## src/srws_pkg.sv

```systemverilog
// package for the selective-repeat window sender
// holds register defaults, register indexes, action and result codes and the sequencer states
// no dependencies
package srws_pkg;

	// ring depth default and sequence number width
	localparam int WINDOW_DEF = 16;
	localparam int SEQ_BITS   = 16;
	localparam logic [15:0] SEQ_MASK =
		(SEQ_BITS >= 16) ? 16'hFFFF : 16'((32'd1 << SEQ_BITS) - 32'd1);

	// configuration register indexes (byte address is four times the index)
	localparam logic [2:0] REG_PACKET_COUNT  = 3'd0;
	localparam logic [2:0] REG_LAST_BYTES    = 3'd1;
	localparam logic [2:0] REG_PAYLOAD_BYTES = 3'd2;
	localparam logic [2:0] REG_TIMEOUT       = 3'd3;
	localparam logic [2:0] REG_WINDOW        = 3'd4;

	// configuration reset values
	localparam logic [15:0] PACKET_COUNT_RST = 16'd1;
	localparam logic [9:0]  LAST_BYTES_RST   = 10'd960;
	localparam logic [9:0]  PAYLOAD_RST      = 10'd960;
	localparam logic [15:0] TIMEOUT_RST      = 16'd20;
	localparam logic [4:0]  WINDOW_RST       = 5'd16;

	// input actions
	localparam logic [1:0] ACT_START = 2'd0;
	localparam logic [1:0] ACT_ACK   = 2'd1;
	localparam logic [1:0] ACT_TICK  = 2'd2;

	// result kinds
	localparam logic [1:0] KIND_SEND   = 2'd0;
	localparam logic [1:0] KIND_RESEND = 2'd1;
	localparam logic [1:0] KIND_STATUS = 2'd2;

	// sequencer states
	typedef enum logic [6:0] {
		ST_IDLE   = 7'b0000001,
		ST_APPLY  = 7'b0000010,
		ST_ADV    = 7'b0000100,
		ST_RS_RD  = 7'b0001000,
		ST_RS_CHK = 7'b0010000,
		ST_NS     = 7'b0100000,
		ST_STAT   = 7'b1000000
	} state_t;

endpackage

```

## src/selective_repeat_window_sender_top.sv

```systemverilog
// top level of the selective-repeat window sender: stream ports, register port, sequencer
// and the send-time memory
// depends on srws_pkg
//
// Each input transaction (start, ack or tick) produces one or more result transactions:
// first sends and timeout resends in sequence order, then one status result carrying tlast.
// The block takes a new input item only once it is idle again, after the whole pass for the
// last one: the sequencer moves the base over acknowledged slots, reads and checks each
// in-flight packet for timeout, then sends new packets up to the window edge, walking the
// single-ported send-time memory one slot at a time. An item that arrives while no transfer
// is running goes straight to its status result. Output stalls hold the pass.
// The send-time memory needs no clearing: every entry is written when its packet is sent.
module selective_repeat_window_sender_top
	import srws_pkg::*;
#(
	parameter int WINDOW = WINDOW_DEF
) (
	input  logic        clk,
	input  logic        arst_n,
	// stream input
	input  logic        s_tvalid,
	output logic        s_tready,
	input  logic [15:0] s_tdata,   // ack_seq [15:0]
	input  logic [1:0]  s_tuser,   // action [1:0]
	// stream output
	output logic        m_tvalid,
	input  logic        m_tready,
	output logic [71:0] m_tdata,   // seq [15:0], length_bytes [25:16], byte_offset [51:26],
	                               // window_base [67:52], done_res [68], zero fill
	output logic [1:0]  m_tuser,   // kind [1:0]
	output logic        m_tlast,
	// register port
	input  logic        psel,
	input  logic        penable,
	input  logic        pwrite,
	input  logic [4:0]  paddr,
	input  logic [31:0] pwdata,
	output logic [31:0] prdata,
	output logic        pready
);

	localparam int SW = $clog2(WINDOW);
	localparam logic [SW-1:0] SLOT_LAST = SW'(WINDOW - 1);

	// configuration registers
	logic [15:0] packet_count_q;
	logic [9:0]  last_bytes_q;
	logic [9:0]  payload_bytes_q;
	logic [15:0] timeout_q;
	logic [4:0]  window_limit_q;
	logic [2:0]  reg_idx;
	logic        reg_wr;

	// transfer state
	state_t        state_q;
	logic [1:0]    act_q;
	logic [15:0]   ack_q;
	logic [15:0]   window_base_q;
	logic [SW-1:0] base_slot_q;
	logic [15:0]   next_unsent_q;
	logic [SW-1:0] nu_slot_q;
	logic [31:0]   tick_q;
	logic          running_q;
	logic [WINDOW-1:0] acked_q;
	logic [15:0]   edge_q;
	logic [15:0]   lim_q;
	logic [15:0]   s_q;
	logic [SW-1:0] slot_q;

	// send-time memory
	logic [31:0]   sent_mem [WINDOW];
	logic [31:0]   rd_data_q;
	logic          mem_we;
	logic [SW-1:0] mem_waddr;

	// output register
	logic        out_valid_q;
	logic [1:0]  out_kind_q;
	logic [15:0] out_seq_q;
	logic [9:0]  out_len_q;
	logic [25:0] out_off_q;
	logic [15:0] out_base_q;
	logic        out_done_q;
	logic        out_last_q;

	// combinational helpers
	logic          can_emit;
	logic          emit;
	logic [1:0]    emit_kind;
	logic [15:0]   emit_s;
	logic          emit_status;
	logic [15:0]   ack_m;
	logic          ack_in_win;
	logic [15:0]   ack_diff;
	logic [SW:0]   ack_sum;
	logic [SW-1:0] ack_slot;
	logic [16:0]   eff_win;
	logic [16:0]   edge_sum;
	logic [15:0]   edge_c;
	logic [15:0]   lim_c;
	logic          base_step;
	logic          timed_out;
	logic          done_now;
	logic [SW-1:0] base_slot_inc;
	logic [SW-1:0] slot_inc;
	logic [SW-1:0] nu_slot_inc;

	// register port
	assign pready  = 1'b1;
	assign reg_idx = paddr[4:2];
	assign reg_wr  = psel && penable && pwrite;

	always_ff @(posedge clk or negedge arst_n) begin
		if (!arst_n) begin
			packet_count_q  <= PACKET_COUNT_RST;
			last_bytes_q    <= LAST_BYTES_RST;
			payload_bytes_q <= PAYLOAD_RST;
			timeout_q       <= TIMEOUT_RST;
			window_limit_q  <= WINDOW_RST;
		end else if (reg_wr) begin
			case (reg_idx)
				REG_PACKET_COUNT:  packet_count_q  <= pwdata[15:0];
				REG_LAST_BYTES:    last_bytes_q    <= pwdata[9:0];
				REG_PAYLOAD_BYTES: payload_bytes_q <= pwdata[9:0];
				REG_TIMEOUT:       timeout_q       <= pwdata[15:0];
				REG_WINDOW:        window_limit_q  <= pwdata[4:0];
				default: ;
			endcase
		end
	end

	always_comb begin
		case (reg_idx)
			REG_PACKET_COUNT:  prdata = {16'd0, packet_count_q};
			REG_LAST_BYTES:    prdata = {22'd0, last_bytes_q};
			REG_PAYLOAD_BYTES: prdata = {22'd0, payload_bytes_q};
			REG_TIMEOUT:       prdata = {16'd0, timeout_q};
			REG_WINDOW:        prdata = {27'd0, window_limit_q};
			default:           prdata = 32'd0;
		endcase
	end

	// ring slot increments
	assign base_slot_inc = (base_slot_q == SLOT_LAST) ? '0 : base_slot_q + 1'b1;
	assign slot_inc      = (slot_q == SLOT_LAST) ? '0 : slot_q + 1'b1;
	assign nu_slot_inc   = (nu_slot_q == SLOT_LAST) ? '0 : nu_slot_q + 1'b1;

	// ack slot: the ack lies less than one window above the base
	assign ack_m      = ack_q & SEQ_MASK;
	assign ack_in_win = (ack_m >= window_base_q) && (ack_m < next_unsent_q);
	assign ack_diff   = ack_m - window_base_q;
	assign ack_sum    = {1'b0, base_slot_q} + {1'b0, ack_diff[SW-1:0]};
	assign ack_slot   = (ack_sum >= (SW+1)'(WINDOW)) ?
		SW'(ack_sum - (SW+1)'(WINDOW)) : ack_sum[SW-1:0];

	// window edge and resend limit
	always_comb begin
		if (window_limit_q == 5'd0)
			eff_win = 17'd1;
		else if (17'(window_limit_q) > 17'(WINDOW))
			eff_win = 17'(WINDOW);
		else
			eff_win = 17'(window_limit_q);
	end
	assign edge_sum = {1'b0, window_base_q} + eff_win;
	assign edge_c   = (edge_sum > {1'b0, packet_count_q}) ? packet_count_q : edge_sum[15:0];
	assign lim_c    = (edge_c < next_unsent_q) ? edge_c : next_unsent_q;

	assign base_step = (window_base_q < next_unsent_q) && acked_q[base_slot_q];
	assign done_now  = (window_base_q >= packet_count_q);
	assign timed_out = !acked_q[slot_q] && ((tick_q - rd_data_q) > {16'd0, timeout_q});

	// result emission
	assign can_emit = !out_valid_q || m_tready;
	always_comb begin
		emit        = 1'b0;
		emit_kind   = KIND_STATUS;
		emit_s      = next_unsent_q;
		emit_status = 1'b0;
		case (state_q)
			ST_RS_CHK: begin
				emit      = timed_out && can_emit;
				emit_kind = KIND_RESEND;
				emit_s    = s_q;
			end
			ST_NS: begin
				emit      = (next_unsent_q < edge_q) && can_emit;
				emit_kind = KIND_SEND;
			end
			ST_STAT: begin
				emit        = can_emit;
				emit_status = 1'b1;
			end
			default: ;
		endcase
	end

	// send-time memory write port
	assign mem_we    = emit && !emit_status;
	assign mem_waddr = (state_q == ST_RS_CHK) ? slot_q : nu_slot_q;

	always_ff @(posedge clk) begin
		if (mem_we)
			sent_mem[mem_waddr] <= tick_q;
		if (state_q == ST_RS_RD)
			rd_data_q <= sent_mem[slot_q];
	end

	// input capture
	always_ff @(posedge clk) begin
		if (s_tvalid && s_tready) begin
			act_q <= s_tuser;
			ack_q <= s_tdata;
		end
	end
	assign s_tready = (state_q == ST_IDLE);

	// sequencer
	always_ff @(posedge clk or negedge arst_n) begin
		if (!arst_n) begin
			state_q       <= ST_IDLE;
			window_base_q <= '0;
			base_slot_q   <= '0;
			next_unsent_q <= '0;
			nu_slot_q     <= '0;
			tick_q        <= '0;
			running_q     <= 1'b0;
			acked_q       <= '0;
			edge_q        <= '0;
			lim_q         <= '0;
			s_q           <= '0;
			slot_q        <= '0;
		end else begin
			case (state_q)
				ST_IDLE: begin
					if (s_tvalid)
						state_q <= ST_APPLY;
				end
				// apply the action, then run the pass while a transfer is live
				ST_APPLY: begin
					if (act_q == ACT_START) begin
						window_base_q <= '0;
						base_slot_q   <= '0;
						next_unsent_q <= '0;
						nu_slot_q     <= '0;
						tick_q        <= '0;
						acked_q       <= '0;
						running_q     <= 1'b1;
						state_q       <= ST_ADV;
					end else begin
						if (act_q == ACT_TICK)
							tick_q <= tick_q + 32'd1;
						if (act_q == ACT_ACK && running_q && ack_in_win)
							acked_q[ack_slot] <= 1'b1;
						state_q <= running_q ? ST_ADV : ST_STAT;
					end
				end
				// move the base over acknowledged slots, one a cycle
				ST_ADV: begin
					if (base_step) begin
						acked_q[base_slot_q] <= 1'b0;
						window_base_q        <= window_base_q + 16'd1;
						base_slot_q          <= base_slot_inc;
					end else if (done_now) begin
						running_q <= 1'b0;
						state_q   <= ST_STAT;
					end else begin
						edge_q  <= edge_c;
						lim_q   <= lim_c;
						s_q     <= window_base_q;
						slot_q  <= base_slot_q;
						state_q <= ST_RS_RD;
					end
				end
				// timeout walk: read the send time of the slot
				ST_RS_RD: begin
					state_q <= (s_q < lim_q) ? ST_RS_CHK : ST_NS;
				end
				// resend if too old, else move on
				ST_RS_CHK: begin
					if (!timed_out || can_emit) begin
						s_q     <= s_q + 16'd1;
						slot_q  <= slot_inc;
						state_q <= ST_RS_RD;
					end
				end
				// first sends up to the window edge
				ST_NS: begin
					if (next_unsent_q >= edge_q) begin
						state_q <= ST_STAT;
					end else if (can_emit) begin
						acked_q[nu_slot_q] <= 1'b0;
						next_unsent_q      <= next_unsent_q + 16'd1;
						nu_slot_q          <= nu_slot_inc;
					end
				end
				ST_STAT: begin
					if (can_emit)
						state_q <= ST_IDLE;
				end
				default: state_q <= ST_IDLE;
			endcase
		end
	end

	// output register
	always_ff @(posedge clk or negedge arst_n) begin
		if (!arst_n) begin
			out_valid_q <= 1'b0;
		end else if (emit) begin
			out_valid_q <= 1'b1;
		end else if (m_tready) begin
			out_valid_q <= 1'b0;
		end
	end

	always_ff @(posedge clk) begin
		if (emit) begin
			out_kind_q <= emit_kind;
			out_base_q <= window_base_q;
			out_last_q <= emit_status;
			if (emit_status) begin
				out_seq_q  <= '0;
				out_len_q  <= '0;
				out_off_q  <= '0;
				out_done_q <= done_now;
			end else begin
				out_seq_q  <= emit_s & SEQ_MASK;
				out_len_q  <= ({1'b0, emit_s} + 17'd1 == {1'b0, packet_count_q}) ?
					last_bytes_q : payload_bytes_q;
				out_off_q  <= 26'(emit_s) * 26'(payload_bytes_q);
				out_done_q <= 1'b0;
			end
		end
	end

	assign m_tvalid = out_valid_q;
	assign m_tuser  = out_kind_q;
	assign m_tlast  = out_last_q;
	assign m_tdata  = {3'd0, out_done_q, out_base_q, out_off_q, out_len_q, out_seq_q};

endmodule

```

## config.mk

```make
export PLATFORM = sky130hd
export DESIGN_NAME = selective_repeat_window_sender_top
export DESIGN_NICKNAME = d
export VERILOG_FILES = /design/src/srws_pkg.sv /design/src/selective_repeat_window_sender_top.sv
export SDC_FILE = /design/constraint.sdc
export NUM_CORES = 2
export LEC_CHECK = 0
export BUFFER_PORTS_ARGS = -buffer_cell sky130_fd_sc_hd__buf_2
export CAP_MARGIN = 0
export CORE_MARGIN = 2
export CORE_UTILIZATION = 30
export DETAILED_ROUTE_END_ITERATION = 8
export GPL_TIMING_DRIVEN = 0
export PLACE_DENSITY = 0.57
export SYNTH_ARGS = -nofsm -noshare
export SYNTH_HDL_FRONTEND = slang
export SYNTH_SLANG_ARGS = --single-unit
```

## constraint.sdc

```tcl
create_clock -name clk -period 14.93 [get_ports clk]
set_clock_uncertainty 0.05 [all_clocks]
set_input_delay 0.7465 -clock clk [delete_from_list [all_inputs] [get_ports clk]]
set_output_delay 0.7465 -clock clk [all_outputs]
set_load 0.005 [all_outputs]
```

==> summary.md <==
| Metric | Value |
|---|---|
| Grt total ovfl | `0` |
| Worst setup path class | `reg -> reg` |
| Worst-Skew Late Latency | `0.72 ns` |
| Routed via count | `30600` |
| CP Launch Type | `register` |
| Sequential element share of the synthesized area | `52.9%` |
| Setup bufs post-CTS | `0` |
| Antenna Nets Post-Route | `0` |
| Slowest cell on crit path | `fa_1` |
| Pwr dens | `136 nW/um2` |
| Worst Tran Pin Value | `1.45 ns` |
| Htree depth | `3` |
| Clock period minus worst slack | `9.23 ns` |
| Crit path max-delay family | `adder cells` |
| Max transition margin | `3.40%` |
| Antenna violations before repair | `12` |
| Pleak | `21.0 nW` |
| Final WL | `135000 um` |
| Crit. Startpoint | `state_q[5]` |
| DR iter-0 viols | `3046` |
| Top FF cell, synth | `edfxtp_1` |
| First-pass GRT wire length | `201000 um` |
| Layout cells sized above 1 | `15.9%` |
| CTS tree | `built` |
| Die Area | `156000 um2` |
| Slowest stage delay, CP | `0.60 ns` |
| Final worst-path cycle share | `61.8%` |
| Commonest cells after routing, fill and taps aside | `edfxtp_1, nand2_1, inv_1, ha_1, nor2_1` |
| Max Transition Viols Final | `0` |
| GRT Total Usage | `17.2%` |
| Crit-path max FO | `10` |
| Max Root-Sink Buffers | `3` |
| CTS clk-pin slew, worst paths | `0.06 ns` |
| Yosys reg bits | `840` |
| IO Pins | `172` |
| Most common cell after layout, fill and taps aside | `edfxtp_1` |
| Core ar. | `152000 um2` |
| Syn. warnings | `0` |
| Starting Density | `30.2%` |
| Final Wtd Congestion | `0.935` |
| Ant diodes | `0` |
| Die height | `395 um` |
| Crit-path most repeated cell | `fa_1` |
| Largest net degree at the start of global routing | `95` |
| Status | `completed` |
| Vias in the first global route | `30500` |
| Worst EP required | `15.31 ns` |
| Data arrival, critical path | `9.61 ns` |
| Number of remaining DRC errors | `0` |
| Hpwl dp | `102000 um` |
| Fill cells | `14900` |
| Final setup TNS | `0 ns` |
| Non-filler cells, final | `5980` |
| Final number of hold-violating endpoints | `0` |
| Nets | `4303` |
| Fmax | `0.108 GHz` |
| Syn-to-layout area delta | `15.7%` |
| Setup-failing EPs final | `0` |
| Mean area per synthesized cell | `12.8 um2` |
| TritonRoute pass-1 iters | `6` |
| Synth unique cells | `94` |
| Maximum vdd ir drop | `96.5 uV` |
| Crit Reg-Reg Startpoint | `state_q[5]` |
| Cell count after synthesis | `3573` |
| Max-Cap Viols | `0` |
| RSZ-0062 raised after global routing | `no` |
| PortBufs | `132` |
| Worst Setup End Kind | `register` |
| Die width | `395 um` |
| Post-Syn Area | `45800 um2` |
| Vias per cell | `5.11` |
| Routed len/inst | `22.6 um` |
| Worst hold path type | `in -> reg` |
| Clk root buf | `clkbuf_16` |
| EDFF count, synth | `634` |
| CTS buffer count | `90` |
| Hold path startpoint | `s_tdata[3]` |
| Placed insts | `5810` |
| Clock sinks | `840` |
| CP Buf/Inv Count | `6` |
| Ys async rst share | `24.5%` |
| Rows | `143` |
final timing paths:
path                              endpoint  slack [ns]  depth (start not counted)
min in group asynchronous      acked_q[13]        0.50                          2
max in group asynchronous  last_bytes_q[8]       13.39                          3
min reg2reg                     acked_q[9]        0.47                          2
min                               ack_m[3]        0.20                          1
max                          out_off_q[25]        5.70                         26
max reg2reg                  out_off_q[25]        5.70                         26
what timing repair did:
item                       in CTS  in global routing
gates resized for setup         0                  0
hold buffers                    1                  0
hold endpoints to repair       49                  0
setup endpoints to repair       0                  0
cell type report:
cell class              instances  area, um2  share of cell area (%)
flip-flops and latches        840      24200                    45.7
multi-input cells            2319      20000                    37.8
well taps                    2030       2540                    4.80
clock buffers                 129       2490                    4.70
repair buffers                190       1410                    2.67
inverters                     258        968                    1.83
plain buffers                 174        756                    1.43
clock inverters                40        563                    1.06
per-layer routing:
| metal | part of all wire (%) | GRT usage [%] | up-vias |
|---|---|---|---|
| met5 | 0.0096 | 0 | - |
| met3 | 5.8 | 2.64 | 229 |
| li1 | - | - | 13700 |
| met2 | 47 | 28.2 | 1053 |
| met4 | 3.4 | 5.74 | 2 |
| met1 | 43 | 23.2 | 15600 |
cells in the mapped netlist (all sizes together) (26+ instances only):
cell type  count  area (um2)
nand2b        26         163
nor2         238         896
mux2          44         495
mux4         174        3920
nor3          74         382
a21oi        172         865
mux2i         65         654
a31oi         35         219
inv          258         968
xnor2         90         788
nand2        275        1030
xor2          42         368
nor2b         45         282
buf           52         298
and2          78         488
nand4         40         250
edfxtp       634       19000
nand3         60         318
a21o          60         450
fa           114        2280
o21ai        151         756
dfrtp        193        4830
ha           254        3180
clkbuf       122         458
where the power goes:
group	internal [W]	leakage [nW]	switching, W	total [W]
Clock	0.00133	1.46	0.000981	0.00231
Combinational	0.000853	10.6	0.00117	0.00202
Sequential	0.00269	8.99	0.000176	0.00287
kinds of logic after synthesis:
family	count (synthesis)	synth area share [%]
xor gates and xnor gates	132	2.53
AOI/OAI and AO/OA	566	7.65
other	2	0.0164
adders and majority gates	368	11.9
DFF	840	52.9
muxes	283	11.1
and+or+nand+nor	950	10.1
buffers and inverters	432	3.77
metrics by stage:
| stage | hold slack, ns | util, % | setup WS [ns] | power [W] | instance area, um2 |
|---|---|---|---|---|---|
| after floorplan | 0.401 | - | 7.59 | 0.00429 | 45800 |
| after global placement | 0.449 | 32.3 | 3.32 | 0.00490 | 49000 |
| after detailed placement | 0.456 | 32.9 | 5.90 | 0.00493 | 49900 |
| after CTS | 0.155 | 34.9 | 5.90 | 0.00726 | 52900 |
| after global routing | 0.169 | 34.9 | 5.23 | 0.00760 | 52900 |
| final | 0.199 | 34.9 | 5.70 | 0.00721 | 52900 |
sequential cells by signal, indices dropped and copies added (netlist names), 26 cells and up:
signal     count
out_off_q     26
rd_data_q     32
sent_mem     512
tick_q        32
(Power assumes the default switching activity.)
